`src/sv/clb_pkg.sv`:
```
// Shared definitions for the clipped glyph blitter: sizes, codes, payload structs
// and small coordinate helpers. No dependencies.
package clb_pkg;

  localparam int GLYPH_COUNT = 96;
  localparam int GLYPH_ROWS  = 24;
  localparam int COORD_BITS  = 12;
  localparam int FIRST_CODE  = 32;
  localparam int STORE_DEPTH = GLYPH_COUNT * GLYPH_ROWS;
  localparam int ADDR_W      = $clog2(STORE_DEPTH);
  localparam int ROW_BITS    = 12;
  localparam int ROW_W       = 5;
  localparam int COLOR_W     = 16;
  localparam int SIZE_W      = 13;
  localparam int CW          = COORD_BITS + 2;
  localparam int QUEUE_DEPTH = 4;
  localparam int QUEUE_AW    = $clog2(QUEUE_DEPTH);
  localparam int SCREEN_MAX  = 4096;

  typedef logic signed [CW-1:0] coord_t;

  typedef enum logic {
    OP_LOAD = 1'b0,
    OP_DRAW = 1'b1
  } op_t;

  typedef enum logic [1:0] {
    CFG_FONT_MODE    = 2'd0,
    CFG_TEXT_COLOR   = 2'd1,
    CFG_SCREEN_WIDTH = 2'd2,
    CFG_SCREEN_HEIGHT = 2'd3
  } cfg_idx_t;

  typedef enum logic {
    BK_IDLE,
    BK_WALK
  } back_state_t;

  typedef struct packed {
    op_t                          opcode;
    logic [7:0]                   char_code;
    logic [ROW_W-1:0]             glyph_row;
    logic [ROW_BITS-1:0]          glyph_bits;
    logic signed [COORD_BITS-1:0] layer_sx;
    logic signed [COORD_BITS-1:0] layer_sy;
    logic signed [COORD_BITS-1:0] layer_ex;
    logic signed [COORD_BITS-1:0] layer_ey;
    logic signed [COORD_BITS-1:0] clip_sx;
    logic signed [COORD_BITS-1:0] clip_sy;
    logic signed [COORD_BITS-1:0] clip_ex;
    logic signed [COORD_BITS-1:0] clip_ey;
  } item_t;

  typedef struct packed {
    logic [COORD_BITS-1:0]        span_y;
    logic signed [COORD_BITS-1:0] span_origin_x;
    logic [ROW_BITS-1:0]          pixel_mask;
    logic [COLOR_W-1:0]           span_color;
    logic                         last_span;
  } span_t;

  typedef struct packed {
    logic               font_mode;
    logic [COLOR_W-1:0] text_color;
    logic [SIZE_W-1:0]  screen_width;
    logic [SIZE_W-1:0]  screen_height;
  } cfg_t;

  // One command between front and back end. For a load, addr is the store
  // entry and bits the row bitmap; for a draw, addr is the glyph base and
  // bits the column mask.
  typedef struct packed {
    op_t                          op;
    logic [ADDR_W-1:0]            addr;
    logic [ROW_BITS-1:0]          bits;
    logic [ROW_W-1:0]             row_first;
    logic [ROW_W-1:0]             row_last;
    logic [COORD_BITS-1:0]        y_first;
    logic signed [COORD_BITS-1:0] origin;
  } cmd_entry_t;

  function automatic coord_t sext(input logic signed [COORD_BITS-1:0] v);
    return coord_t'(v);
  endfunction

  function automatic coord_t smax(input coord_t a, input coord_t b);
    return (a > b) ? a : b;
  endfunction

  function automatic coord_t smin(input coord_t a, input coord_t b);
    return (a < b) ? a : b;
  endfunction

  function automatic coord_t sat(input coord_t v, input coord_t hi);
    coord_t r;
    if (v < 0) begin
      r = '0;
    end else if (v > hi) begin
      r = hi;
    end else begin
      r = v;
    end
    return r;
  endfunction

  // Largest coordinate on an axis; a size of zero behaves as one.
  function automatic coord_t screen_max(input logic [SIZE_W-1:0] size);
    coord_t r;
    if (size == '0) begin
      r = '0;
    end else if (size > SIZE_W'(SCREEN_MAX)) begin
      r = CW'(SCREEN_MAX - 1);
    end else begin
      r = coord_t'({1'b0, size}) - coord_t'(1);
    end
    return r;
  endfunction

endpackage

```
`src/sv/clb_front.sv`:
```
// Front end of the glyph blitter: takes items, checks codes, intersects the
// rectangles over two stages and queues the surviving commands. Depends on clb_pkg.
module clb_front (
  input  logic                clk,
  input  logic                rst,
  input  clb_pkg::item_t      cmd,
  input  logic                cmd_valid,
  output logic                cmd_stall,
  input  clb_pkg::cfg_t       cfg,
  output logic                q_push,
  output clb_pkg::cmd_entry_t q_data,
  input  logic                q_full
);
  import clb_pkg::*;

  // Stage one: the raw item.
  logic  s1_v;
  item_t s1_item;

  // Stage two: partial intersection.
  logic                  s2_v;
  op_t                   s2_op;
  logic                  s2_code_ok;
  logic [ADDR_W-1:0]     s2_base;
  logic [ROW_W-1:0]      s2_row;
  logic [ROW_BITS-1:0]   s2_bits;
  coord_t                s2_lsx, s2_lsy, s2_ecol, s2_erow;
  coord_t                s2_xs0, s2_xe0, s2_ys0, s2_ye0;
  coord_t                s2_maxx, s2_maxy;

  logic [7:0]        glyph;
  logic              code_ok;
  logic [ADDR_W-1:0] base;
  coord_t            lsx, lsy, ecol, erow;

  always_comb begin
    glyph   = s1_item.char_code - 8'(FIRST_CODE);
    code_ok = (s1_item.char_code >= 8'(FIRST_CODE)) && (glyph < 8'(GLYPH_COUNT));
    base    = ADDR_W'(glyph * GLYPH_ROWS);
    lsx     = sext(s1_item.layer_sx);
    lsy     = sext(s1_item.layer_sy);
    ecol    = lsx + (cfg.font_mode ? coord_t'(11) : coord_t'(7));
    erow    = lsy + (cfg.font_mode ? coord_t'(23) : coord_t'(15));
  end

  coord_t                sx, ex, sy, ey, lo_c, hi_c;
  logic                  empty_rect;
  logic                  keep;
  logic [ROW_BITS-1:0]   colmask;

  always_comb begin
    sx = smax(sat(s2_xs0, s2_maxx), s2_lsx);
    ex = smin(sat(s2_xe0, s2_maxx), s2_ecol);
    sy = smax(sat(s2_ys0, s2_maxy), s2_lsy);
    ey = smin(sat(s2_ye0, s2_maxy), s2_erow);
    empty_rect = (sx > ex) || (sy > ey);
    lo_c = sx - s2_lsx;
    hi_c = ex - s2_lsx;
    for (int i = 0; i < ROW_BITS; i++) begin
      colmask[i] = (coord_t'(i) >= lo_c) && (coord_t'(i) <= hi_c);
    end
    if (s2_op == OP_LOAD) begin
      keep = s2_code_ok && (s2_row < ROW_W'(GLYPH_ROWS));
    end else begin
      keep = s2_code_ok && !empty_rect;
    end

    q_data.op        = s2_op;
    q_data.addr      = (s2_op == OP_LOAD) ? s2_base + ADDR_W'(s2_row) : s2_base;
    q_data.bits      = (s2_op == OP_LOAD) ? s2_bits : colmask;
    q_data.row_first = ROW_W'(sy - s2_lsy);
    q_data.row_last  = ROW_W'(ey - s2_lsy);
    q_data.y_first   = sy[COORD_BITS-1:0];
    q_data.origin    = s2_lsx[COORD_BITS-1:0];
  end

  logic s2_leave, s2_free, s1_move, accept;

  assign s2_leave  = s2_v && (!keep || !q_full);
  assign s2_free   = !s2_v || s2_leave;
  assign s1_move   = s1_v && s2_free;
  assign cmd_stall = s1_v && !s2_free;
  assign accept    = cmd_valid && !cmd_stall;
  assign q_push    = s2_v && keep && !q_full;

  always_ff @(posedge clk) begin
    if (rst) begin
      s1_v <= 1'b0;
      s2_v <= 1'b0;
    end else begin
      if (accept) begin
        s1_v <= 1'b1;
      end else if (s1_move) begin
        s1_v <= 1'b0;
      end
      if (s1_move) begin
        s2_v <= 1'b1;
      end else if (s2_leave) begin
        s2_v <= 1'b0;
      end
    end
  end

  always_ff @(posedge clk) begin
    if (accept) begin
      s1_item <= cmd;
    end
    if (s1_move) begin
      s2_op      <= s1_item.opcode;
      s2_code_ok <= code_ok;
      s2_base    <= base;
      s2_row     <= s1_item.glyph_row;
      s2_bits    <= s1_item.glyph_bits;
      s2_lsx     <= lsx;
      s2_lsy     <= lsy;
      s2_ecol    <= ecol;
      s2_erow    <= erow;
      s2_xs0     <= smax(sext(s1_item.clip_sx), lsx);
      s2_xe0     <= smin(ecol, smin(sext(s1_item.clip_ex), sext(s1_item.layer_ex)));
      s2_ys0     <= smax(sext(s1_item.clip_sy), lsy);
      s2_ye0     <= smin(erow, smin(sext(s1_item.clip_ey), sext(s1_item.layer_ey)));
      s2_maxx    <= screen_max(cfg.screen_width);
      s2_maxy    <= screen_max(cfg.screen_height);
    end
  end

endmodule

```
`config.mk`:
```
export PLATFORM = sky130hd
export DESIGN_NAME = clb_front
export DESIGN_NICKNAME = d
export VERILOG_FILES = /design/src/sv/clb_pkg.sv /design/src/sv/clb_front.sv
export SDC_FILE = /design/constraint.sdc
export NUM_CORES = 1
export LEC_CHECK = 0
export ABC_AREA = 0
export BUFFER_PORTS_ARGS = -buffer_cell sky130_fd_sc_hd__buf_2
export CORE_MARGIN = 5
export CORE_UTILIZATION = 54
export DETAILED_ROUTE_END_ITERATION = 6
export PLACE_DENSITY = 0.77
export SYNTH_ARGS = -nofsm -noshare
export SYNTH_HDL_FRONTEND = slang
export SYNTH_SLANG_ARGS = --single-unit
export TNS_END_PERCENT = 100
```
`constraint.sdc`:
```
create_clock -name clk -period 18 [get_ports clk]
set_clock_uncertainty 0.2 [all_clocks]
set_input_delay 0.9 -clock clk [delete_from_list [all_inputs] [get_ports clk]]
set_output_delay 0.9 -clock clk [all_outputs]
set_load 0.01 [all_outputs]
```
==> metrics.csv <==
stage,metric,value,unit
synthesis,netlist_top_cells_area,"edfxtp_1 40%, ha_1 16%, inv_1 4.3%",
power_and_ir_drop,p_per_area,95.28,nW/um^2
synthesis,synthFlopType,edfxtp_1,
detailed_routing,vias,16673,
min_path,hold_path_class,flip-flop to flip-flop,
floorplanning,die_x,205.5,um
detailed_routing,drtIter0Drc,1564,
worst_setup_path,cpPeakStageDelay,0.92,ns
floorplanning,placementRows,71,
min_path,worstHoldPathCells,0,
worst_setup_path,worst_path_max_delay_cell,a211oi_2,
clock_tree,cts_max_level,1,
synthesis,yosysWarnings,0,
synthesis,yosysUniqueCellTypes,92,
clock_tree,clockBufferDepth,3,
run,max-cap-violations,0,
synthesis,ys_seq_elements,280,
timing,setup_violations,0,
worst_setup_path,critPathMaxFanout,16,
synthesis,ys_seq_area_frac,0.4064,
floorplanning,die_y,205.5,um
synthesis,syn_area_per_cell,10.24,um^2
global_routing,grt_pass1_vias,16210,
power_and_ir_drop,cellLeakagePower,0.01036,uW
clock_tree,cts_buffers,30,
synthesis,synth_top_area_cell,edfxtp_1,
global_routing,antenna_found_initial,1,
synthesis,synth_edf_count,278,
finish,areaGrowthSynthToFinish,12.49,%
detailed_routing,via_per_inst,6.059,
clock_tree,hold_buffers,0,
synthesis,synthesis.area,20640,um^2
detailed_routing,antenna_left,0,
floorplanning,coreArea,37670,um^2
synthesis,synthTopCellsByCount,"278 x edfxtp_1, 261 x ha_1, 234 x inv_1",
floorplanning,dieArea,42230,um^2
placement,dp_worst_setup_slack,8.091,ns
floorplanning,start_util,0.5479,
global_routing,groute.usage.overall,0.2484,
finish,seqCellArea,8388,um^2
clock_tree,clock_sinks,280,
outcome,status,completed,
placement,hpwl,42740,um
power_and_ir_drop,total_power,2212,uW
synthesis,syn_inst,2016,
worst_setup_path,worst_setup_path_end_kind,output port,
synthesis,ys_async_sr_fraction,0,
timing,worst_pin_slew,1.279,ns
clock_tree,postCtsSetupRepairBufs,0,
timing,finalHoldViolCount,0,
worst_setup_path,rr_worst_depth,36,
timing,rsz0062_at_grt,no,
detailed_routing,wirelength,53820,um
finish,n_fill_cell,3089,
timing,finalCritPeriodShare,0.5911,
timing,drv_slew,0,
finish,final_nets,2653,
worst_setup_path,arrival,9.54,ns
worst_setup_path,worst-r2r-setup-slack,7.86,ns
min_path,holdCritStartpoint,s1_item[121]$_DFFE_PP_,
synthesis,synth.top_cell.area_share,0.4045,
power_and_ir_drop,ir_worst_vdd,0.08773,mV
detailed_routing,wl_per_cell,19.56,um
worst_setup_path,timing.rr.end,s1_item[56]$_DFFE_PP_,
global_routing,grt-ovfl-total,0,
synthesis,synth_most_common_cell,edfxtp_1,
worst_setup_path,start_kind,flip-flop,
floorplanning,io_pins,230,
worst_setup_path,worstReg2RegStart,s2_maxy[7]$_SDFFCE_PP0P_,
finish,final_core_util,0.6164,
clock_tree,root_buffer,clkbuf_16,
timing,layout_min_cycle_time,10.64,ns
timing,setup_ws,7.360,ns
timing,setup-tns-final,0,ns
detailed_routing,dr.pass1.iters,5,
global_routing,grt_max_degree,95,
worst_setup_path,worstPathRequired,16.90,ns
timing,max_slew_margin,0.1475,
finish,drive_gt1_frac,0.1522,
clock_tree,cts_resized,0,
detailed_routing,drc,0,
worst_setup_path,worstSetupPathType,flip-flop to output port,
placement,gp_congestion,0.9440,
clock_tree,cts_tree,done,
clock_tree,clock_latency,0.60,ns
finish,multi_input_area,11150,um^2
global_routing,grt_pass1_wl,83790,um
clock_tree,path_clk_slew,0.07,ns
timing,fin_hold_ws,0.2183,ns
timing,fmax,93.99,MHz
placement,port_buffers,213,
min_path,min_to,s2_op$_DFFE_PP_,
-- cell usage in the layout, fill, tap and decap left out, types with 22 or more instances in the layout --
| cell | count |
|---|---|
| o31ai_1 | 32 |
| a21o_1 | 51 |
| nand2_1 | 135 |
| mux2_2 | 24 |
| nand4_1 | 42 |
| nor2_1 | 135 |
| nor2b_1 | 26 |
| xnor2_1 | 46 |
| buf_2 | 213 |
| nor3_1 | 34 |
| mux2i_1 | 80 |
| o2111ai_1 | 25 |
| a21oi_1 | 83 |
| nand3_1 | 34 |
| ha_1 | 261 |
| inv_1 | 234 |
| edfxtp_1 | 278 |
| o211ai_1 | 31 |
| o21a_1 | 41 |
| clkbuf_16 | 30 |
| o21ai_0 | 81 |
| nand2b_1 | 22 |
-- final cells by class --
cell class                      instances  share of cell area
Sequential cell                       280              0.3613
Timing Repair Buffer                  223             0.04915
Inverter                              236             0.03826
Clock buffer                           31             0.03250
Antenna cell                            1           0.0001078
Clock inverter                         24             0.01094
Tap cell                              511             0.02754
Multi-Input combinational cell       1446              0.4802
-- routing by layer --
metal  vias up  routed length, um  global-route usage
li1       7921                  -                   -
met5         -                  0                   0
met4         0               2194             0.09354
met1      7933              22340              0.3292
met3       141               3515             0.02648
met2       678              25760              0.4220
-- critical path: cells and delay by family, from the launching register on --
| kind | cells | cell delay (ns) |
|---|---|---|
| AO/OA/AOI/OAI | 14 | 4.31 |
| XOR/XNOR | 1 | 0.12 |
| adder cells (fa/ha/maj) | 4 | 1.44 |
| buffers and inverters | 3 | 0.26 |
| flip-flops | 1 | 0.61 |
| multiplexers | 2 | 0.75 |
| AND/OR/NAND/NOR | 7 | 1.43 |
-- how the worst max path moves through the flow --
stage / start / end / slack [ns]
after floorplan: s2_maxy[7]$_SDFFCE_PP0P_ / s2_base[10]$_DFFE_PP_ / 0.58
after global placement: s2_xe0[12]$_DFFE_PP_ / q_data[39] / 8.30
after detailed placement: s2_maxy[7]$_SDFFCE_PP0P_ / s1_item[9]$_DFFE_PP_ / 8.09
after CTS: s2_xe0[12]$_DFFE_PP_ / q_data[39] / 7.60
after global routing: s2_xe0[12]$_DFFE_PP_ / q_data[39] / 6.90
final: s2_xe0[12]$_DFFE_PP_ / q_data[39] / 7.36
-- metrics by stage --
step                      instance area (um^2)  cells
after floorplan                          20640   2017
after global placement                   22210   2696
after detailed placement                 22210   2696
after CTS                                23210   2751
after global routing                     23220   2752
final                                    23220   2752
-- sequential cells by signal (all words and copies together) (netlist names), 13 cells and up --
| signal | cells |
|---|---|
| s1_item | 98 |
| s2_ecol | 13 |
| s2_erow | 13 |
| s2_maxx | 14 |
| s2_maxy | 14 |
| s2_xe0 | 13 |
| s2_ye0 | 13 |
-- power breakdown --
part | leakage (uW) | internal, uW | total, uW | switching, uW
clock | 0.000484 | 353 | 624 | 271
sequential | 0.00266 | 775 | 815 | 39.2
combinational | 0.00722 | 313 | 774 | 460
-- kinds of logic after synthesis --
logic type | count (synthesis) | synth area share
adders and majority gates | 267 | 0.1640
muxes | 104 | 0.05189
buffers and inverters | 291 | 0.05408
xor gates and xnor gates | 63 | 0.02740
other | 1 | 0.0001817
and+or+nand+nor | 523 | 0.1275
DFF | 280 | 0.4064
AOI/OAI and AO/OA | 487 | 0.1685
No activity file was read; power rests on OpenSTA's default activity.
