[src/sv/clb_pkg.sv]
// Shared definitions for the clipped glyph blitter: sizes, codes, payload structs
// and small coordinate helpers. No dependencies.
package clb_pkg;

  localparam int GLYPH_COUNT = 96;
  localparam int GLYPH_ROWS  = 24;
  localparam int COORD_BITS  = 12;
  localparam int FIRST_CODE  = 32;
  localparam int STORE_DEPTH = GLYPH_COUNT * GLYPH_ROWS;
  localparam int ADDR_W      = $clog2(STORE_DEPTH);
  localparam int ROW_BITS    = 12;
  localparam int ROW_W       = 5;
  localparam int COLOR_W     = 16;
  localparam int SIZE_W      = 13;
  localparam int CW          = COORD_BITS + 2;
  localparam int QUEUE_DEPTH = 4;
  localparam int QUEUE_AW    = $clog2(QUEUE_DEPTH);
  localparam int SCREEN_MAX  = 4096;

  typedef logic signed [CW-1:0] coord_t;

  typedef enum logic {
    OP_LOAD = 1'b0,
    OP_DRAW = 1'b1
  } op_t;

  typedef enum logic [1:0] {
    CFG_FONT_MODE    = 2'd0,
    CFG_TEXT_COLOR   = 2'd1,
    CFG_SCREEN_WIDTH = 2'd2,
    CFG_SCREEN_HEIGHT = 2'd3
  } cfg_idx_t;

  typedef enum logic {
    BK_IDLE,
    BK_WALK
  } back_state_t;

  typedef struct packed {
    op_t                          opcode;
    logic [7:0]                   char_code;
    logic [ROW_W-1:0]             glyph_row;
    logic [ROW_BITS-1:0]          glyph_bits;
    logic signed [COORD_BITS-1:0] layer_sx;
    logic signed [COORD_BITS-1:0] layer_sy;
    logic signed [COORD_BITS-1:0] layer_ex;
    logic signed [COORD_BITS-1:0] layer_ey;
    logic signed [COORD_BITS-1:0] clip_sx;
    logic signed [COORD_BITS-1:0] clip_sy;
    logic signed [COORD_BITS-1:0] clip_ex;
    logic signed [COORD_BITS-1:0] clip_ey;
  } item_t;

  typedef struct packed {
    logic [COORD_BITS-1:0]        span_y;
    logic signed [COORD_BITS-1:0] span_origin_x;
    logic [ROW_BITS-1:0]          pixel_mask;
    logic [COLOR_W-1:0]           span_color;
    logic                         last_span;
  } span_t;

  typedef struct packed {
    logic               font_mode;
    logic [COLOR_W-1:0] text_color;
    logic [SIZE_W-1:0]  screen_width;
    logic [SIZE_W-1:0]  screen_height;
  } cfg_t;

  // One command between front and back end. For a load, addr is the store
  // entry and bits the row bitmap; for a draw, addr is the glyph base and
  // bits the column mask.
  typedef struct packed {
    op_t                          op;
    logic [ADDR_W-1:0]            addr;
    logic [ROW_BITS-1:0]          bits;
    logic [ROW_W-1:0]             row_first;
    logic [ROW_W-1:0]             row_last;
    logic [COORD_BITS-1:0]        y_first;
    logic signed [COORD_BITS-1:0] origin;
  } cmd_entry_t;

  function automatic coord_t sext(input logic signed [COORD_BITS-1:0] v);
    return coord_t'(v);
  endfunction

  function automatic coord_t smax(input coord_t a, input coord_t b);
    return (a > b) ? a : b;
  endfunction

  function automatic coord_t smin(input coord_t a, input coord_t b);
    return (a < b) ? a : b;
  endfunction

  function automatic coord_t sat(input coord_t v, input coord_t hi);
    coord_t r;
    if (v < 0) begin
      r = '0;
    end else if (v > hi) begin
      r = hi;
    end else begin
      r = v;
    end
    return r;
  endfunction

  // Largest coordinate on an axis; a size of zero behaves as one.
  function automatic coord_t screen_max(input logic [SIZE_W-1:0] size);
    coord_t r;
    if (size == '0) begin
      r = '0;
    end else if (size > SIZE_W'(SCREEN_MAX)) begin
      r = CW'(SCREEN_MAX - 1);
    end else begin
      r = coord_t'({1'b0, size}) - coord_t'(1);
    end
    return r;
  endfunction

endpackage

[src/sv/clb_queue.sv]
// Short command queue between the front and back end of the glyph blitter.
// Depends on clb_pkg.
module clb_queue (
  input  logic                clk,
  input  logic                rst,
  input  logic                push,
  input  clb_pkg::cmd_entry_t push_data,
  input  logic                pop,
  output clb_pkg::cmd_entry_t pop_data,
  output logic                full,
  output logic                empty
);
  import clb_pkg::*;

  cmd_entry_t          slots [QUEUE_DEPTH];
  logic [QUEUE_AW-1:0] wr_ptr;
  logic [QUEUE_AW-1:0] rd_ptr;
  logic [QUEUE_AW:0]   count;

  assign full     = (count == (QUEUE_AW+1)'(QUEUE_DEPTH));
  assign empty    = (count == '0);
  assign pop_data = slots[rd_ptr];

  always_ff @(posedge clk) begin
    if (push) begin
      slots[wr_ptr] <= push_data;
    end
  end

  always_ff @(posedge clk) begin
    if (rst) begin
      wr_ptr <= '0;
      rd_ptr <= '0;
      count  <= '0;
    end else begin
      if (push) begin
        wr_ptr <= wr_ptr + 1'b1;
      end
      if (pop) begin
        rd_ptr <= rd_ptr + 1'b1;
      end
      if (push && !pop) begin
        count <= count + 1'b1;
      end else if (pop && !push) begin
        count <= count - 1'b1;
      end
    end
  end

endmodule

[config.mk]
export PLATFORM = sky130hd
export DESIGN_NAME = clb_queue
export DESIGN_NICKNAME = d
export VERILOG_FILES = /design/src/sv/clb_pkg.sv /design/src/sv/clb_queue.sv
export SDC_FILE = /design/constraint.sdc
export NUM_CORES = 1
export LEC_CHECK = 0
export BUFFER_PORTS_ARGS = -buffer_cell sky130_fd_sc_hd__buf_4
export CAP_MARGIN = 40
export CORE_MARGIN = 3
export CORE_UTILIZATION = 40
export CTS_CLUSTER_SIZE = 10
export DETAILED_ROUTE_END_ITERATION = 8
export HOLD_SLACK_MARGIN = 0.05
export PLACE_DENSITY = 0.65
export SLEW_MARGIN = 40
export SYNTH_ARGS = -nofsm -noshare
export SYNTH_HDL_FRONTEND = slang
export SYNTH_SLANG_ARGS = --single-unit
[constraint.sdc]
create_clock -name clk -period 2.93 [get_ports clk]
set_input_delay 0 -clock clk [delete_from_list [all_inputs] [get_ports clk]]
set_output_delay 0 -clock clk [all_outputs]
set_load 0.01 [all_outputs]
==> results.py, run 1 <==
metrics = {
    "run_status": {
        "outcome": "completed",
    },
    "clock_network": {
        "cts.sinks": 245,
        "cts-htree-levels": 1,
        "clk_path_buf_depth": 3,
        "cts_tree": "yes",
        "cts.root.buffer_cell": "clkbuf_16",
        "clk_latency_ns": 0.51,
        "post_cts_buffers": 0,
        "clk_pin_slew_ns": 0.05,
        "numCtsBuffers": 28,
    },
    "layout": {
        "drive_gt1_share_pct": 38.66,
        "fillers": 1730,
        "fin_area_um2": 11700,
        "regArea_um2": 7274,
        "finish.utilization_pct": 53.46,
        "fin_cells": 863,
        "multi_input_comb_area_um2": 1569,
        "fin_nets": 630,
        "area_growth_pct": 30.67,
    },
    "sta": {
        "hold_violations": 0,
        "tns_ns": 0,
        "slew_viol_final": 0,
        "setup_ws_ns": 0.8079,
        "fin_crit_sh_pct": 72.43,
        "skew_ns": 0.006620,
        "max_freq_ghz": 0.4712,
        "hold_slack_ns": 0.2310,
        "rsz0062_at_grt": "false",
        "min_period_ns": 2.122,
        "tightest_slew_ns": 0.4982,
        "finalSetupViolCount": 0,
        "relSlewSlack_pct": 66.79,
    },
    "pwr": {
        "power_frac_seq_pct": 51.1,
        "ir_worst_vdd_v": 0.0003512,
        "internal-power_mw": 6.352,
        "power_switching_mw": 1.655,
        "swShare_pct": 20.66,
        "pwr-share-clk_pct": 37.7,
        "power_mw": 8.007,
        "power.density_nw_per_um2": 684.2,
        "p_comb_share_pct": 11.2,
        "p_leak_nw": 3.993,
    },
    "critical_path": {
        "critPathLaunchType": "flip-flop",
        "crit_type": "reg -> out",
        "reg2regPathDepth": 4,
        "timing.rr.end": "slots[0][43]$_DFFE_PP_",
        "cp.arrival_ns": 2.12,
        "cp.required_ns": 2.93,
        "reg2reg_from": "wr_ptr[0]$_SDFFE_PP0P_",
        "slowest_stage": "mux4_2",
        "cpMostUsedCell": "buf_4",
        "critPathMaxFanout": 19,
        "critical_path.max_stage_delay_ns": 0.58,
        "endpoint": "pop_data[9]",
        "worstPathCellList": "buf_4, mux4_2, buf_4",
        "rrSetupSlack_ns": 1.27,
        "crit_path_end_kind": "output port",
    },
    "global_routing": {
        "antenna_found_initial": 0,
        "grt_pass1_vias": 4643,
        "grt_usage_pct": 13.53,
        "grt_max_degree": 41,
        "overflow": 0,
        "grt_pass1_wl_um": 25500,
    },
    "route": {
        "drt_iter0_markers": 174,
        "final_antenna_net_count": 0,
        "drt_wl_total_um": 16560,
        "drc_errors": 0,
        "wl_per_cell_um": 19.18,
        "vias": 4233,
        "via_per_inst": 4.905,
        "drt_first_pass_iters": 4,
    },
    "placed_design": {
        "dp_hpwl_um": 9818,
        "dp_cells": 748,
        "placed_area_um2": 10260,
        "port_buffers": 123,
        "pre_cts_slack_ns": 1.237,
        "gp_congestion": 0.6744,
    },
    "synthesis": {
        "synth_edf_count": 236,
        "synth.distinct_cells": 22,
        "ys_seq_area_share_pct": 81.14,
        "syn-mean-instance-area_um2": 25.37,
        "synth_common_cells": "236 x edfxtp_1, 59 x mux4_2, 9 x dfxtp_1",
        "synth-seq-cells": 245,
        "syn-num-nets": 422,
        "syn_inst": 353,
        "synth_area_leaders": "edfxtp_1 79%, mux4_2 15%, dfxtp_1 2.0%",
        "synth_area_um2": 8956,
        "ys.flop_type": "edfxtp_1",
        "yosysMostFrequentCell": "edfxtp_1",
        "synth_area_leader_cell": "edfxtp_1",
        "synth-async-reset-ratio_pct": 0,
        "synth-warning-count": 0,
        "yosys.area.top_type_share_pct": 79.13,
    },
    "floorplan": {
        "core_um2": 21890,
        "start_util_pct": 40.91,
        "rows": 54,
        "die_x_um": 155.6,
        "dieArea_um2": 24220,
        "die_h_um": 155.6,
        "pin_count": 124,
    },
    "min_path": {
        "hold_path_class": "in -> reg",
    },
    "run": {
        "cap_violations": 0,
    },
}
-- power groups by stage --
stage | Combinational (mW) | Clock [mW] | Sequential (mW)
after floorplan | 0.462 | 0 | 4.13
after global placement | 0.804 | 0 | 4.17
after detailed placement | 0.847 | 0 | 4.16
after CTS | 0.920 | 3.12 | 4.09
after global routing | 0.968 | 3.27 | 4.10
final | 0.896 | 3.02 | 4.09
-- flip-flops by register name, indices dropped and copies added, names as in the netlist, named ones only --
signal  count
wr_ptr      2
count       3
slots     236
rd_ptr      2
-- layout make-up --
type | count | share of cell area, %
inverter | 4 | 0.1283
sequential | 245 | 62.16
clock inverter | 1 | 0.04277
multi-input combinational | 89 | 13.41
antenna | 1 | 0.02138
timing repair buffer | 193 | 14.37
clock buffer | 50 | 6.875
tap | 280 | 2.994
-- layer usage --
metal	vias up	share of wire [%]	GRT usage (%)
li1	1911	-	-
met5	-	0	0
met3	21	5.9	2.940
met4	0	1.3	2.918
met1	2183	42	17.64
met2	118	51	23.61
-- what timing repair did --
item                      4_1_cts  5_1_grt
hold buffers                   63        0
gates resized for setup         0        0
hold endpoints to repair      245        0
-- cell usage in the layout (no fill, tap or decap), types with 2 or more instances in the layout --
master and count:
clkbuf_16 29, mux2i_1 2, buf_4 124, inv_1 4, and2_4 4, nor2_1 7
dfxtp_4 2, dlygate4sd3_1 63, clkbuf_1 21, mux4_2 59, xor2_1 3, dfxtp_1 7
edfxtp_1 236, xnor2_1 2, ha_1 5, buf_12 6
-- critical path: cells and delay by family, from the launching register on --
family                 cells  cell delay [ns]
DFF                        1             0.45
buffers and inverters      2             0.57
muxes                      1             0.58
-- worst min path at each step --
stage / to / slack, ns / from / cells after the start
floorplan: slots[0][0]$_DFFE_PP_ / 0.1 / push_data[0] / 0
global placement: slots[0][39]$_DFFE_PP_ / 0.20 / push_data[39] / 1
detailed placement: slots[2][55]$_DFFE_PP_ / 0.20 / push_data[55] / 1
CTS: slots[2][22]$_DFFE_PP_ / 0.21 / push_data[22] / 2
global route: slots[3][32]$_DFFE_PP_ / 0.21 / push_data[32] / 2
finish: slots[3][29]$_DFFE_PP_ / 0.23 / push_data[29] / 2
-- kinds of logic after synthesis --
family,count (synthesis),share of synthesized area (%)
AOI/OAI and AO/OA,2,0.1117
xor gates and xnor gates,5,0.4891
adders and majority gates,6,0.9221
buffers and inverters,19,1.453
DFF,245,81.14
muxes,61,15.06
and+or+nand+nor,15,0.8242
Power figures use the tool's default switching activity.
==> run 2: changes to the inputs <==
--- a/config.mk
+++ b/config.mk
@@ -12,7 +12,7 @@
 export CTS_CLUSTER_SIZE = 10
 export DETAILED_ROUTE_END_ITERATION = 8
 export HOLD_SLACK_MARGIN = 0.05
-export PLACE_DENSITY = 0.65
+export PLACE_DENSITY = 0.67
 export SLEW_MARGIN = 40
 export SYNTH_ARGS = -nofsm -noshare
 export SYNTH_HDL_FRONTEND = slang
==> constraint.sdc (replaced) <==
create_clock -name clk -period 1.85 [get_ports clk]
set_input_delay 0 -clock clk [delete_from_list [all_inputs] [get_ports clk]]
set_output_delay 0 -clock clk [all_outputs]
set_load 0.01 [all_outputs]
==> run 2 against run 1 <==
  * The flow now finishes with violations (setup timing)
  * Combinational power rose by 85%
  * Flip-flop and latch count did not move
  * Largest cell class unchanged
  * Non-clock buffer count rose by 7
  * Critical path depth did not move
  * Clock skew rose by 0.0091 ns
  * Worst setup slack got worse by 0.82 ns
  * Wire length rose by 3.7%
  * Via count rose by 1.7%
  * Design area rose by 2.6%
  * Utilization rose by 1.4 points
  * Total power rose by 59%
  * Clock power rose by 54%
==> results.py, run 2 (synthesis results as in run 1) <==
metrics = {
    "global_routing": {
        "grt_max_degree": 60,
        "grt_usage_pct": 14.32,
        "antenna_found_initial": 0,
        "grt_pass1_wl_um": 26900,
        "overflow": 0,
        "grt_pass1_vias": 4848,
    },
    "sta": {
        "tightest_slew_ns": 0.3798,
        "relSlewSlack_pct": 74.68,
        "setup_ws_ns": -0.01425,
        "max_freq_ghz": 0.5364,
        "hold_violations": 0,
        "skew_ns": 0.01569,
        "tns_ns": -0.07302,
        "min_period_ns": 1.864,
        "hold_slack_ns": 0.2091,
        "finalSetupViolCount": 11,
        "fin_crit_sh_pct": 100.8,
        "rsz0062_at_grt": "true",
        "slew_viol_final": 0,
    },
    "layout": {
        "multi_input_comb_area_um2": 1569,
        "largest_register_ffs": 236,
        "top_register": "slots",
        "area_growth_pct": 34.02,
        "regArea_um2": 7274,
        "fillers": 1684,
        "fin_nets": 637,
        "drive_gt1_share_pct": 39.83,
        "n_antenna_cell": 0,
        "fin_area_um2": 12000,
        "fin_cells": 860,
        "finish.utilization_pct": 54.83,
        "final_common_cell": "edfxtp_1",
        "reg_top3": "slots x236, count x3",
        "mostFrequentLayoutCells": "236 x edfxtp_1, 71 x buf_4, 63 x dlygate4sd3_1, 59 x mux4_2, 53 x buf_6",
    },
    "clock_network": {
        "cts-htree-levels": 1,
        "clk_latency_ns": 0.52,
        "numCtsBuffers": 28,
        "cts.sinks": 245,
        "cts_tree": "yes",
        "clk_path_buf_depth": 3,
        "clk_pin_slew_ns": 0.06,
        "cts.root.buffer_cell": "clkbuf_16",
    },
    "critical_path": {
        "reg2reg_from": "count[0]$_SDFFE_PP0P_",
        "crit_type": "reg -> out",
        "crit_path_end_kind": "output port",
        "cp.required_ns": 1.85,
        "reg2regPathDepth": 4,
        "rrSetupSlack_ns": 0.36,
        "endpoint": "pop_data[19]",
        "cp.arrival_ns": 1.86,
        "critPathLaunchType": "flip-flop",
        "critPathMaxFanout": 15,
        "timing.rr.end": "count[2]$_SDFFE_PP0P_",
    },
    "min_path": {
        "hold_path_class": "in -> reg",
        "hp-start": "push_data[45]",
    },
    "placed_design": {
        "dp_cells": 752,
        "placed_area_um2": 10350,
        "port_buffers": 123,
        "pre_cts_slack_ns": 0.3292,
        "dp_hpwl_um": 9577,
        "gp_congestion": 0.6734,
    },
    "run": {
        "cap_violations": 0,
    },
    "run_status": {
        "outcome": "finished with violations",
        "violations": "setup timing",
    },
    "floorplan": {
        "pin_count": 124,
        "die_h_um": 155.6,
        "dieArea_um2": 24220,
        "die_x_um": 155.6,
        "rows": 54,
        "start_util_pct": 40.91,
        "core_um2": 21890,
    },
    "route": {
        "drt_first_pass_iters": 4,
        "via_per_inst": 5.005,
        "vias": 4304,
        "drc_errors": 0,
        "drt_wl_total_um": 17170,
        "wl_per_cell_um": 19.97,
        "final_antenna_net_count": 0,
        "drt_iter0_markers": 247,
    },
    "pwr": {
        "ir_worst_vdd_v": 0.0008987,
        "power_mw": 12.76,
        "p_leak_nw": 4.104,
        "power.density_nw_per_um2": 1063,
    },
}
## run 2: changes by cell type in the layout (fill, tap and decap cells not counted)
cell and delta:
clkinv_8 +1, buf_12 +6, clkinv_2 -1, clkinv_1 +1, buf_6 +53, diode_2 -1, clkbuf_1 -9, buf_16 +1
buf_4 -53, clkbuf_16 -1
## run 2: per-layer routing
metal | GRT usage, % | share of wire (%)
met5 | 0 | 0
met4 | 3.251 | 1.6
met3 | 3.245 | 5.7
met2 | 24.64 | 51
met1 | 18.84 | 41
## run 2: power by group
group | total [mW] | internal (mW) | switching (mW)
logic | 1.66 | 0.942 | 0.713
clock network | 4.65 | 2.75 | 1.90
registers | 6.45 | 6.37 | 0.0803
## run 2: area by class of cell
cell class | instances | share of cell area [%]
clock inverters | 2 | 0.1668
flip-flops and latches | 245 | 60.61
multi-input cells | 89 | 13.07
well taps | 280 | 2.919
repair buffers | 200 | 16.90
inverters | 4 | 0.1251
clock buffers | 40 | 6.213
## run 2: worst min path at each step
stage | end | depth (start not counted) | slack (ns)
after CTS | slots[0][45]$_DFFE_PP_ | 2 | 0.19
after detailed placement | slots[2][14]$_DFFE_PP_ | 1 | 0.20
after global placement | slots[2][23]$_DFFE_PP_ | 1 | 0.20
final | slots[2][45]$_DFFE_PP_ | 2 | 0.21
after floorplan | slots[0][0]$_DFFE_PP_ | 0 | 0.1
after global routing | slots[0][45]$_DFFE_PP_ | 2 | 0.20
## run 2: worst max-delay path, stage by stage, from the launching register on
cell and delay, ns:
dfxtp_4 0.43, buf_16 0.19, mux4_2 0.54, buf_6 0.14
## run 2: timing repair
action,4_1_cts,5_1_grt
endpoints found under the setup margin,52,59
endpoints found under the hold margin,245,0
gates cloned,2,0
hold buffers,63,0
resized for setup,55,1
buffers inserted,3,0
pin swaps,0,0
==> run 3: changes to the inputs <==
--- a/config.mk
+++ b/config.mk
@@ -12,7 +12,7 @@
 export CTS_CLUSTER_SIZE = 10
 export DETAILED_ROUTE_END_ITERATION = 8
 export HOLD_SLACK_MARGIN = 0.05
-export PLACE_DENSITY = 0.67
+export PLACE_DENSITY = 0.61
 export SLEW_MARGIN = 40
 export SYNTH_ARGS = -nofsm -noshare
 export SYNTH_HDL_FRONTEND = slang
==> constraint.sdc (replaced) <==
create_clock -name clk -period 1.85 [get_ports clk]
set_input_delay 0.2775 -clock clk [delete_from_list [all_inputs] [get_ports clk]]
set_output_delay 0.2775 -clock clk [all_outputs]
set_load 0.01 [all_outputs]
==> run 3 against run 2 <==
  * The run still ends with setup timing left
  * Hold slack lost 0.13 ns
  * Utilization grew 0.72 points
  * Clock skew shrank 0.0087 ns
  * Design area grew 1.3%
  * Largest power group unchanged
  * Count of clock-buffer cells in the layout grew 1
  * Combinational power grew 4%
  * Global-route usage is essentially flat
  * Fmax shrank 13%
==> results.py, run 3 (synthesis results as in run 1) <==
metrics = {
    "run_status": {
        "outcome": "finished with violations",
        "violations": "setup timing",
    },
    "global_routing": {
        "antenna_found_initial": 0,
        "grt_pass1_vias": 4721,
        "grt_pass1_wl_um": 26660,
        "grt_usage_pct": 14.35,
        "overflow": 0,
        "grt_max_degree": 41,
    },
    "route": {
        "wl_per_cell_um": 20.17,
        "vias": 4334,
        "final_antenna_net_count": 0,
        "drt_wl_total_um": 17460,
        "via_per_inst": 5.005,
        "drt_iter0_markers": 223,
        "drc_errors": 0,
        "drt_first_pass_iters": 4,
    },
    "pwr": {
        "internal-power_mw": 10.20,
        "power.density_nw_per_um2": 1060,
        "p_comb_share_pct": 13.4,
        "pwr-share-clk_pct": 36.5,
        "ir_worst_vdd_v": 0.0006291,
        "power_frac_seq_pct": 50.2,
        "power_switching_mw": 2.691,
        "swShare_pct": 20.88,
        "power_mw": 12.89,
        "p_leak_nw": 4.178,
    },
    "clock_network": {
        "cts-htree-levels": 1,
        "clk_latency_ns": 0.51,
        "clk_path_buf_depth": 3,
        "cts.root.buffer_cell": "clkbuf_16",
        "cts_tree": "yes",
        "cts.sinks": 245,
        "clk_pin_slew_ns": 0.06,
        "numCtsBuffers": 28,
    },
    "critical_path": {
        "crit_cells": 4,
        "worstPathCellList": "buf_12, clkbuf_16, mux4_2, buf_6",
        "crit_path_end_kind": "output port",
        "critPathLaunchType": "flip-flop",
        "reg2regPathDepth": 4,
        "critical_path.max_stage_delay_ns": 0.52,
        "critPathMaxFanout": 6,
        "cp.required_ns": 1.57,
        "crit_type": "reg -> out",
        "path_buf_inv": 3,
        "slowest_stage": "mux4_2",
        "cp.arrival_ns": 1.87,
        "reg2reg_from": "count[0]$_SDFFE_PP0P_",
        "rrSetupSlack_ns": 0.37,
        "crit_family": "multiplexers",
        "endpoint": "pop_data[39]",
        "timing.rr.end": "count[2]$_SDFFE_PP0P_",
    },
    "layout": {
        "finish.utilization_pct": 55.55,
        "reg_top3": "slots x236, count x3",
        "largest_register_ffs": 236,
        "top_register": "slots",
        "final_common_cell": "edfxtp_1",
        "area_growth_pct": 35.78,
        "fin_nets": 643,
        "n_antenna_cell": 0,
        "fin_cells": 866,
        "drive_gt1_share_pct": 40.96,
        "mostFrequentLayoutCells": "236 x edfxtp_1, 66 x buf_4, 62 x buf_6, 60 x dlygate4sd3_1, 59 x mux4_2",
    },
    "floorplan": {
        "rows": 54,
        "start_util_pct": 40.91,
        "core_um2": 21890,
        "dieArea_um2": 24220,
        "die_h_um": 155.6,
        "die_x_um": 155.6,
        "pin_count": 124,
    },
    "placed_design": {
        "dp_hpwl_um": 10640,
        "pre_cts_slack_ns": 0.1070,
        "dp_cells": 757,
        "gp_congestion": 0.6836,
        "port_buffers": 123,
    },
    "sta": {
        "slew_viol_final": 0,
        "hold_slack_ns": 0.07422,
        "tightest_slew_ns": 0.3513,
        "min_period_ns": 2.143,
        "fin_crit_sh_pct": 115.8,
        "relSlewSlack_pct": 76.58,
        "skew_ns": 0.007008,
        "hold_violations": 0,
        "finalSetupViolCount": 59,
        "rsz0062_at_grt": "true",
        "max_freq_ghz": 0.4667,
        "setup_ws_ns": -0.2926,
    },
    "min_path": {
        "hold_path_class": "in -> reg",
    },
    "run": {
        "cap_violations": 0,
    },
}
## run 3: changes by cell type in the layout (fill, tap and decap cells not counted), sizes merged
cell and change:
clkinv -1, buf +6, dlygate4sd3 -3, clkbuf +4
## run 3: tightest hold or removal path: stages
cell     delay, ns
buf_4         0.10
xnor2_1       0.08
nor2_1        0.09
## run 3: layer usage
metal	GRT usage, %	wire length [um]
met4	3.710	273
met2	24.99	9077
met1	18.56	7166
met5	0	0
met3	2.996	944
## run 3: metrics by stage
step           cell area (um2)  setup TNS (ns)
2_1_floorplan             8961               0
4_1_cts                  12070          -17.26
3_3_place_gp             10430               0
5_1_grt                  12160          -19.20
6_report                 12160          -14.72
3_5_place_dp             10430               0
## run 3: final cells by class
| class | count | area, um2 |
|---|---|---|
| repair buffers | 206 | 2177 |
| multi-input cells | 89 | 1569 |
| inverters | 4 | 15.01 |
| flip-flops and latches | 245 | 7274 |
| clock buffers | 41 | 770.7 |
| well taps | 280 | 350.3 |
| fillers | 1651 | 9731 |
| clock inverters | 1 | 3.754 |
## run 3: power groups by stage
stage | Sequential [mW] | Clock (mW) | Combinational (mW)
6_report | 6.47 | 4.70 | 1.72
5_1_grt | 6.48 | 5.09 | 1.85
4_1_cts | 6.47 | 4.83 | 1.72
3_5_place_dp | 6.58 | 0 | 1.43
3_3_place_gp | 6.56 | 0 | 1.41
2_1_floorplan | 6.54 | 0 | 0.733
## run 3: what timing repair did
action / CTS / global route
cloned: 1 / 4
endpoints found under the setup margin: 59 / 59
endpoints found under the hold margin: 245 / 0
hold buffers: 60 / 0
resized for setup: 60 / 3
buffers inserted: 2 / 1
## run 3: how the worst min path moves through the flow
stage | cells after the start | startpoint | slack (ns) | endpoint
5_1_grt | 3 | pop | 0.09 | rd_ptr[0]$_SDFFE_PP0P_
3_3_place_gp | 2 | count[2]$_SDFFE_PP0P_ | 0.48 | count[2]$_SDFFE_PP0P_
2_1_floorplan | 0 | push_data[0] | 0.38 | slots[0][0]$_DFFE_PP_
6_report | 3 | pop | 0.07 | rd_ptr[0]$_SDFFE_PP0P_
3_5_place_dp | 1 | push_data[24] | 0.48 | slots[0][24]$_DFFE_PP_
4_1_cts | 3 | pop | 0.06 | rd_ptr[0]$_SDFFE_PP0P_
